===== src/rtl/firhp_pkg.sv =====
// Shared constants, coefficient table and control types for the 27-tap high-pass FIR.
package firhp_pkg;

   localparam int TAPS       = 27;
   localparam int COEF_WIDTH = 16;
   localparam int SAMPLE_W   = 16;
   localparam int PTR_W      = $clog2(TAPS);
   localparam int PROD_W     = SAMPLE_W + COEF_WIDTH;
   // Coefficient magnitudes sum to a little over 2.0, so five guard bits are ample.
   localparam int ACC_W      = PROD_W + 5;
   localparam int FRAC_BITS  = COEF_WIDTH - 1;
   localparam int COEF_SHIFT = 23 - FRAC_BITS;
   localparam int ROUND_BIAS = (1 << COEF_SHIFT) >> 1;
   localparam int TRUNC_BIAS = (1 << FRAC_BITS) - 1;
   localparam int SAMPLE_MAX = 32767;
   localparam int SAMPLE_MIN = -32768;

   // Q1.23 coefficients, newest sample first.
   localparam logic signed [23:0] COEF_Q23 [TAPS] = '{
      -24'sd76535,   24'sd283762,  -24'sd280546, -24'sd101182,  24'sd190128,
       24'sd219033, -24'sd109691,  -24'sd384366, -24'sd92806,   24'sd557196,
       24'sd578832, -24'sd689226,  -24'sd2557441, 24'sd4932997, -24'sd2557441,
      -24'sd689226,  24'sd578832,   24'sd557196, -24'sd92806,   -24'sd384366,
      -24'sd109691,  24'sd219033,   24'sd190128, -24'sd101182,  -24'sd280546,
       24'sd283762, -24'sd76535
   };

   // Q1.23 rounded half up to COEF_WIDTH bits.
   function automatic logic signed [COEF_WIDTH-1:0] coef_at(input logic [PTR_W-1:0] idx);
      logic signed [24:0] q;
      logic signed [24:0] t;
      begin
         q = '0;
         if (int'(idx) < TAPS) begin
            q = 25'(COEF_Q23[idx]);
         end
         t = q + 25'(ROUND_BIAS);
         coef_at = COEF_WIDTH'(t >>> COEF_SHIFT);
      end
   endfunction

   typedef struct packed {
      logic             load;    // take item: write sample, point reads at it, clear sum
      logic             mac;     // multiply one tap
      logic             accum;   // add registered product
      logic             finish;  // scale, saturate, load output, advance pointer
      logic [PTR_W-1:0] tap;
   } firhp_cmd_type;

   typedef struct packed {
      logic out_free;
   } firhp_sts_type;

endpackage


===== src/rtl/firhp_dp.sv =====
// Datapath: delay line, multiply-accumulate, scaling and output register.
module firhp_dp import firhp_pkg::*; (
   input  logic                       clock,
   input  logic                       reset,
   input  firhp_cmd_type              cmd,
   output firhp_sts_type              sts,
   input  logic signed [SAMPLE_W-1:0] sample_in,
   output logic                       out_valid,
   input  logic                       out_ready,
   output logic signed [SAMPLE_W-1:0] out_sample,
   output logic                       out_clipped
);

   logic signed [SAMPLE_W-1:0] delay_ff [TAPS];
   logic signed [SAMPLE_W-1:0] delay_in [TAPS];
   logic [PTR_W-1:0]           wp_ff, wp_in;
   logic [PTR_W-1:0]           rd_ff, rd_in;
   logic signed [PROD_W-1:0]   prod_ff, prod_in;
   logic signed [ACC_W-1:0]    acc_ff, acc_in;
   logic signed [SAMPLE_W-1:0] res_ff, res_in;
   logic                       clip_ff, clip_in;
   logic                       valid_ff, valid_in;

   logic signed [ACC_W-1:0]    biased;
   logic signed [ACC_W-1:0]    quot;
   logic                       sat_hi, sat_lo;

   // truncate toward zero: bias negative sums before the arithmetic shift
   always_comb begin
      biased = acc_ff + (acc_ff[ACC_W-1] ? ACC_W'(TRUNC_BIAS) : ACC_W'(0));
      quot   = biased >>> FRAC_BITS;
      sat_hi = quot > ACC_W'(SAMPLE_MAX);
      sat_lo = quot < ACC_W'(SAMPLE_MIN);
   end

   always_comb begin
      delay_in = delay_ff;
      wp_in    = wp_ff;
      rd_in    = rd_ff;
      prod_in  = prod_ff;
      acc_in   = acc_ff;
      res_in   = res_ff;
      clip_in  = clip_ff;
      valid_in = valid_ff;

      if (valid_ff && out_ready) begin
         valid_in = 1'b0;
      end
      if (cmd.load) begin
         delay_in[wp_ff] = sample_in;
         rd_in           = wp_ff;
         acc_in          = '0;
      end
      if (cmd.mac) begin
         prod_in = delay_ff[rd_ff] * coef_at(cmd.tap);
         rd_in   = (rd_ff == '0) ? PTR_W'(TAPS - 1) : rd_ff - 1'b1;
      end
      if (cmd.accum) begin
         acc_in = acc_ff + ACC_W'(prod_ff);
      end
      if (cmd.finish) begin
         valid_in = 1'b1;
         clip_in  = sat_hi | sat_lo;
         if (sat_hi) begin
            res_in = SAMPLE_W'(SAMPLE_MAX);
         end else if (sat_lo) begin
            res_in = SAMPLE_W'(SAMPLE_MIN);
         end else begin
            res_in = quot[SAMPLE_W-1:0];
         end
         wp_in = (wp_ff == PTR_W'(TAPS - 1)) ? '0 : wp_ff + 1'b1;
      end
   end

   always_ff @(posedge clock) begin
      if (reset) begin
         for (int i = 0; i < TAPS; i++) begin
            delay_ff[i] <= '0;
         end
         wp_ff    <= '0;
         valid_ff <= 1'b0;
      end else begin
         delay_ff <= delay_in;
         wp_ff    <= wp_in;
         valid_ff <= valid_in;
      end
   end

   always_ff @(posedge clock) begin
      rd_ff   <= rd_in;
      prod_ff <= prod_in;
      acc_ff  <= acc_in;
      res_ff  <= res_in;
      clip_ff <= clip_in;
   end

   assign sts.out_free = !valid_ff || out_ready;
   assign out_valid    = valid_ff;
   assign out_sample   = res_ff;
   assign out_clipped  = clip_ff;

endmodule


===== src/rtl/firhp_ctrl.sv =====
// Controller: sequences load, tap-by-tap multiply-accumulate and result hand-off.
module firhp_ctrl import firhp_pkg::*; (
   input  logic          clock,
   input  logic          reset,
   input  logic          in_valid,
   output logic          in_ready,
   input  firhp_sts_type sts,
   output firhp_cmd_type cmd
);

   localparam logic [1:0] ST_IDLE  = 2'd0;
   localparam logic [1:0] ST_MAC   = 2'd1;
   localparam logic [1:0] ST_DRAIN = 2'd2;
   localparam logic [1:0] ST_FIN   = 2'd3;

   logic [1:0]       state_ff, state_in;
   logic [PTR_W-1:0] tap_ff, tap_in;
   logic             last_tap;

   assign last_tap = tap_ff == PTR_W'(TAPS - 1);
   assign in_ready = state_ff == ST_IDLE;

   always_comb begin
      state_in   = state_ff;
      tap_in     = tap_ff;
      cmd        = '0;
      cmd.tap    = tap_ff;
      case (state_ff)
         ST_IDLE: begin
            if (in_valid) begin
               cmd.load = 1'b1;
               tap_in   = '0;
               state_in = ST_MAC;
            end
         end
         ST_MAC: begin
            cmd.mac   = 1'b1;
            cmd.accum = tap_ff != '0;
            tap_in    = tap_ff + 1'b1;
            if (last_tap) begin
               state_in = ST_DRAIN;
            end
         end
         ST_DRAIN: begin
            cmd.accum = 1'b1;
            state_in  = ST_FIN;
         end
         ST_FIN: begin
            if (sts.out_free) begin
               cmd.finish = 1'b1;
               state_in   = ST_IDLE;
            end
         end
         default: begin
            state_in = ST_IDLE;
         end
      endcase
   end

   always_ff @(posedge clock) begin
      if (reset) begin
         state_ff <= ST_IDLE;
         tap_ff   <= '0;
      end else begin
         state_ff <= state_in;
         tap_ff   <= tap_in;
      end
   end

   a_accept_starts_mac: assert property (@(posedge clock) disable iff (reset)
      (in_valid && in_ready) |=> (state_ff == ST_MAC && tap_ff == '0))
      else $error("accepted item did not start at tap zero");

   a_last_tap_drains: assert property (@(posedge clock) disable iff (reset)
      (state_ff == ST_MAC && last_tap) |=> (state_ff == ST_DRAIN))
      else $error("last tap not followed by drain");

   a_finish_needs_room: assert property (@(posedge clock) disable iff (reset)
      cmd.finish |-> sts.out_free)
      else $error("result loaded over an untaken result");

   a_tap_in_range: assert property (@(posedge clock) disable iff (reset)
      cmd.mac |-> (int'(tap_ff) < TAPS))
      else $error("tap index out of range");

endmodule


===== src/rtl/fir_highpass_27tap.sv =====
// Top level of the 27-tap symmetric high-pass FIR filter.
// Sequence: accept, one multiply-accumulate per tap over all 27 taps, drain, then scale into rsp_valid.
// No new item is accepted until the result is handed off; one shared multiplier, one tap a cycle.
// A finished item waits in the output register while the next one is computed; the scale
//   step of that next item stalls until rsp_ready, with req_ready low meanwhile.
// Reset (synchronous, active high) zeroes the delay line, write pointer and control state.
module fir_highpass_27tap import firhp_pkg::*; (
   input  logic                       clock,
   input  logic                       reset,
   // input item channel
   input  logic                       req_valid,
   output logic                       req_ready,
   input  logic signed [SAMPLE_W-1:0] req_sample_in,
   // result item channel
   output logic                       rsp_valid,
   input  logic                       rsp_ready,
   output logic signed [SAMPLE_W-1:0] rsp_sample_out,
   output logic                       rsp_clipped
);

   firhp_cmd_type cmd;
   firhp_sts_type sts;

   // sequencer: idle -> MAC over every tap -> drain -> hand result to output register
   firhp_ctrl u_ctrl (
      .clock    (clock),
      .reset    (reset),
      .in_valid (req_valid),
      .in_ready (req_ready),
      .sts      (sts),
      .cmd      (cmd)
   );

   // delay line in flops, one 16 x 16 multiplier, wide accumulator, saturating scaler
   firhp_dp u_dp (
      .clock       (clock),
      .reset       (reset),
      .cmd         (cmd),
      .sts         (sts),
      .sample_in   (req_sample_in),
      .out_valid   (rsp_valid),
      .out_ready   (rsp_ready),
      .out_sample  (rsp_sample_out),
      .out_clipped (rsp_clipped)
   );

endmodule

===== config.mk =====
export PLATFORM = sky130hd
export DESIGN_NAME = fir_highpass_27tap
export DESIGN_NICKNAME = d
export VERILOG_FILES = /design/src/rtl/firhp_pkg.sv /design/src/rtl/firhp_dp.sv /design/src/rtl/firhp_ctrl.sv /design/src/rtl/fir_highpass_27tap.sv
export SDC_FILE = /design/constraint.sdc
export NUM_CORES = 2
export LEC_CHECK = 0
export ABC_AREA = 1
export BUFFER_PORTS_ARGS = -buffer_cell sky130_fd_sc_hd__buf_2
export CORE_UTILIZATION = 32
export CTS_CLUSTER_SIZE = 10
export DETAILED_ROUTE_END_ITERATION = 8
export GPL_ROUTABILITY_DRIVEN = 1
export PLACE_DENSITY = 0.48
export SYNTH_ARGS = -nofsm -noshare
export SYNTH_HDL_FRONTEND = slang
export SYNTH_SLANG_ARGS = --single-unit

===== constraint.sdc =====
create_clock -name clock -period 22.2 [get_ports clock]
set_clock_uncertainty 0.2 [all_clocks]
set_input_delay 2.22 -clock clock [delete_from_list [all_inputs] [get_ports clock]]
set_output_delay 2.22 -clock clock [all_outputs]
set_load 0.1 [all_outputs]

==> reports/metrics.yaml <==
cells_and_area:
  final.fill_count: 12220
  final_net_count: 5463
  syn2layout_area_growth_pct: 9.388
  final_cell_mix: "1218 x nor2_1, 828 x nand2_1, 539 x inv_1, 539 x o21ai_0, 445 x dfxtp_1"
  layout_commonest_cell: "nor2_1"
  area_occupied_by_multi_input_gates_um2: 22230
  register_area_um2: 11640
  layout-drive-gt1-share: 0.04700
timing:
  final_hold_violation_count: 0
  slew_violations: 0
  timing.setup.tns_ns: 0
  layout_min_cycle_time_ns: 9.552
  worst-slew-pin-transition_ns: 1.080
  fmaxAchievable_ghz: 0.1047
  slew_headroom: 0.2801
  post-route-period-util: 0.4303
  setup_viol: 0
  rsz0062_at_grt: "no"
synth:
  postSynth.asyncResetShare: 0
  synth-seq-cells: 536
  synth_nets: 5568
  synth_cell_types: 60
  synthesis.instances: 5134
  synth-xor-area-share: 0.009903
  number_of_enable_flip_flop_cells_after_synthesis: 91
  synth-adder-area-share: 0.1928
  synth_top_family_by_area: "simple AND/OR/NAND/NOR gates"
  ys.flop_type: "dfxtp_1"
  post_synthesis_sequential_area_ratio: 0.3134
  synth.avg_cell_area_um2: 7.235
  yosysWarnings: 0
  synthesis.area_um2: 37150
  synthMuxAreaShare: 0
  synth-simple-area-share: 0.2432
  synth_compound_gate_area_share: 0.1524
setup_path:
  path_max_fanout: 93
  crit_path_max_incr_delay_ns: 0.65
  timing.critical_path.from_type: "flop"
  critPathArrivalTime_ns: 9.74
  crit_end_category: "flop"
  crit_path_category: "reg2reg"
  worst-r2r-cell-count: 26
  cpMostUsedCell: "fa_1"
  cpMaxStageDelayCell: "buf_4"
  worst_ep_required_time_ns: 22.39
clock_tree:
  clock_latency_reported_for_the_late_side_of_the_worst_skew_pair_ns: 0.67
  clk_root_buffer_cell: "clkbuf_16"
  numCtsBuffers: 68
  cts_resized: 0
  cts.sinks: 536
  clock_tree_from_tritoncts: "yes"
  ctsHoldBuffers: 0
  postCtsSetupBuffers: 0
  cts.clk_slew.worst_paths_ns: 0.06
  cts-htree-levels: 3
  cts_buffer_depth: 3
grt:
  antenna_found_initial: 0
  grt_pass1_vias: 33220
  grt_pass1_wl_mm: 198.9
  gr-total-overflow: 0
  grt.total_usage: 0.2177
  pin_count_of_the_biggest_net_entering_global_routing: 140
route:
  wl_per_cell_um: 19.34
  drt-initial-drc-count: 2965
  avgViaCountPerCell: 5.129
  num_vias: 33730
  antenna_violating_nets_post_route: 0
  drcViolationCount: 12
  finalWirelength_mm: 127.2
  drt_pass1_iterations: 8
floorplan:
  dieArea_um2: 117400
  die_y_um: 342.7
  die_width_um: 342.7
  placementRows: 124
  initial_standard_cell_utilization_of_the_core: 0.3240
  io_pins: 39
  fp.coreArea_um2: 114700
placement:
  gp_congestion: 0.9067
  detailedPlacementHpwl_mm: 87.05
  count_of_input_and_output_buffers: 38
run_status:
  run_status: "finished with violations"
  violations: "design-rule violations"
job:
  max_cap_viol: 0
hold_path:
  hold_path_class: "reg2reg"
  hold-path-cell-count: 2
==> final timing paths <==
kind	startpoint	endpoint	slack (ns)
worst min register to register	u_dp.out_valid$_SDFFE_PP0P_	u_dp.out_valid$_SDFFE_PP0P_	0.31
worst max-delay path	u_dp.rd_ff[0]$_DFFE_PP_	u_dp.prod_ff[27]$_DFFE_PP_	12.65
worst min-delay path	u_dp.out_valid$_SDFFE_PP0P_	u_dp.out_valid$_SDFFE_PP0P_	0.31
worst max register to register	u_dp.rd_ff[0]$_DFFE_PP_	u_dp.prod_ff[27]$_DFFE_PP_	12.65
==> cells in the mapped netlist, types with 2 or more instances <==
master,number,area [um2]
a211oi_1,8,60.06
a21boi_0,3,22.52
a21o_1,11,82.58
a21oi_1,277,1386
a22oi_1,54,405.4
a31oi_1,12,75.07
a32o_1,19,190.2
a32oi_1,4,35.03
and2_1,2,12.51
and3_1,3,18.77
buf_1,53,198.9
buf_2,60,300.3
buf_4,9,67.56
buf_6,5,56.30
clkbuf_1,143,536.8
clkinv_1,3,11.26
dfxtp_1,445,8909
edfxtp_1,91,2733
fa_1,264,5285
ha_1,150,1877
inv_1,540,2027
inv_2,20,75.07
nand2_1,828,3108
nand2_2,9,56.30
nand3_1,143,715.7
nand3b_1,4,30.03
nand4_1,32,200.2
nor2_1,1218,4572
nor2_2,5,31.28
nor3_1,35,175.2
nor4_1,4,25.02
o2111ai_1,6,52.55
o211ai_1,30,225.2
o21a_1,5,37.54
o21ai_0,539,2698
o21ai_1,9,45.04
o21bai_1,15,112.6
o221ai_1,7,61.31
o22ai_1,4,25.02
o311ai_0,2,17.52
or2_1,2,12.51
or2_2,3,18.77
xnor2_1,15,131.4
xor2_1,27,236.5
==> critical path: cells and delay by family (launching register included) <==
kind / cells / cell delay (ns)
AOI/OAI and AO/OA: 4 / 1.42
DFF: 1 / 0.45
buffers and inverters: 5 / 1.67
adders and majority gates: 7 / 3.29
and+or+nand+nor: 10 / 2.12
==> state kept, by name (all words and copies together), names as in the netlist, 2 cells and up <==
name             cells
u_dp.acc_ff         37
u_dp.out_sample     16
u_ctrl.tap_ff        5
u_dp.rd_ff           5
u_dp.wp_ff           5
u_dp.delay_ff      432
u_dp.prod_ff        32
u_ctrl.state_ff      2
==> kinds of logic after synthesis <==
kind of cell | Yosys count
simple gates | 2293
compound gates | 1015
buf+inv | 834
flops | 536
fa+ha+maj | 414
xor+xnor | 42
==> layer usage <==
metal	vias up	share of wire	routed length [um]	track usage
met4	0	0.018	2296	0.04920
met5	-	0	0	0
met3	139	0.066	8379	0.03413
li1	16210	-	-	-
met2	988	0.43	54400	0.3325
met1	16400	0.49	62130	0.3196
==> layout make-up <==
class / instances / area share
clock inverter: 15 / 0.005789
tap: 1512 / 0.04656
sequential: 536 / 0.2865
antenna: 1 / 0.00006159
timing repair buffer: 95 / 0.01521
multi-input combinational: 3764 / 0.5472
clock buffer: 90 / 0.04619
inverter: 564 / 0.05253
==> metrics by stage <==
stage	setup WS, ns	cells	hold slack [ns]	utilization	instance area, um2
after CTS	12.72	6576	0.3028	0.3544	40630
after global routing	12.15	6576	0.3277	0.3544	40630
after floorplan	14.67	5134	0.2725	-	37150
after detailed placement	12.77	6471	0.2901	0.3359	38520
after global placement	12.78	6471	0.2874	0.3359	38520
final	12.65	6577	0.3055	0.3544	40630
Power is left out: the tool's default activity adds up to more than one toggle a clock period on the data nets, which glitch-free logic cannot reach.
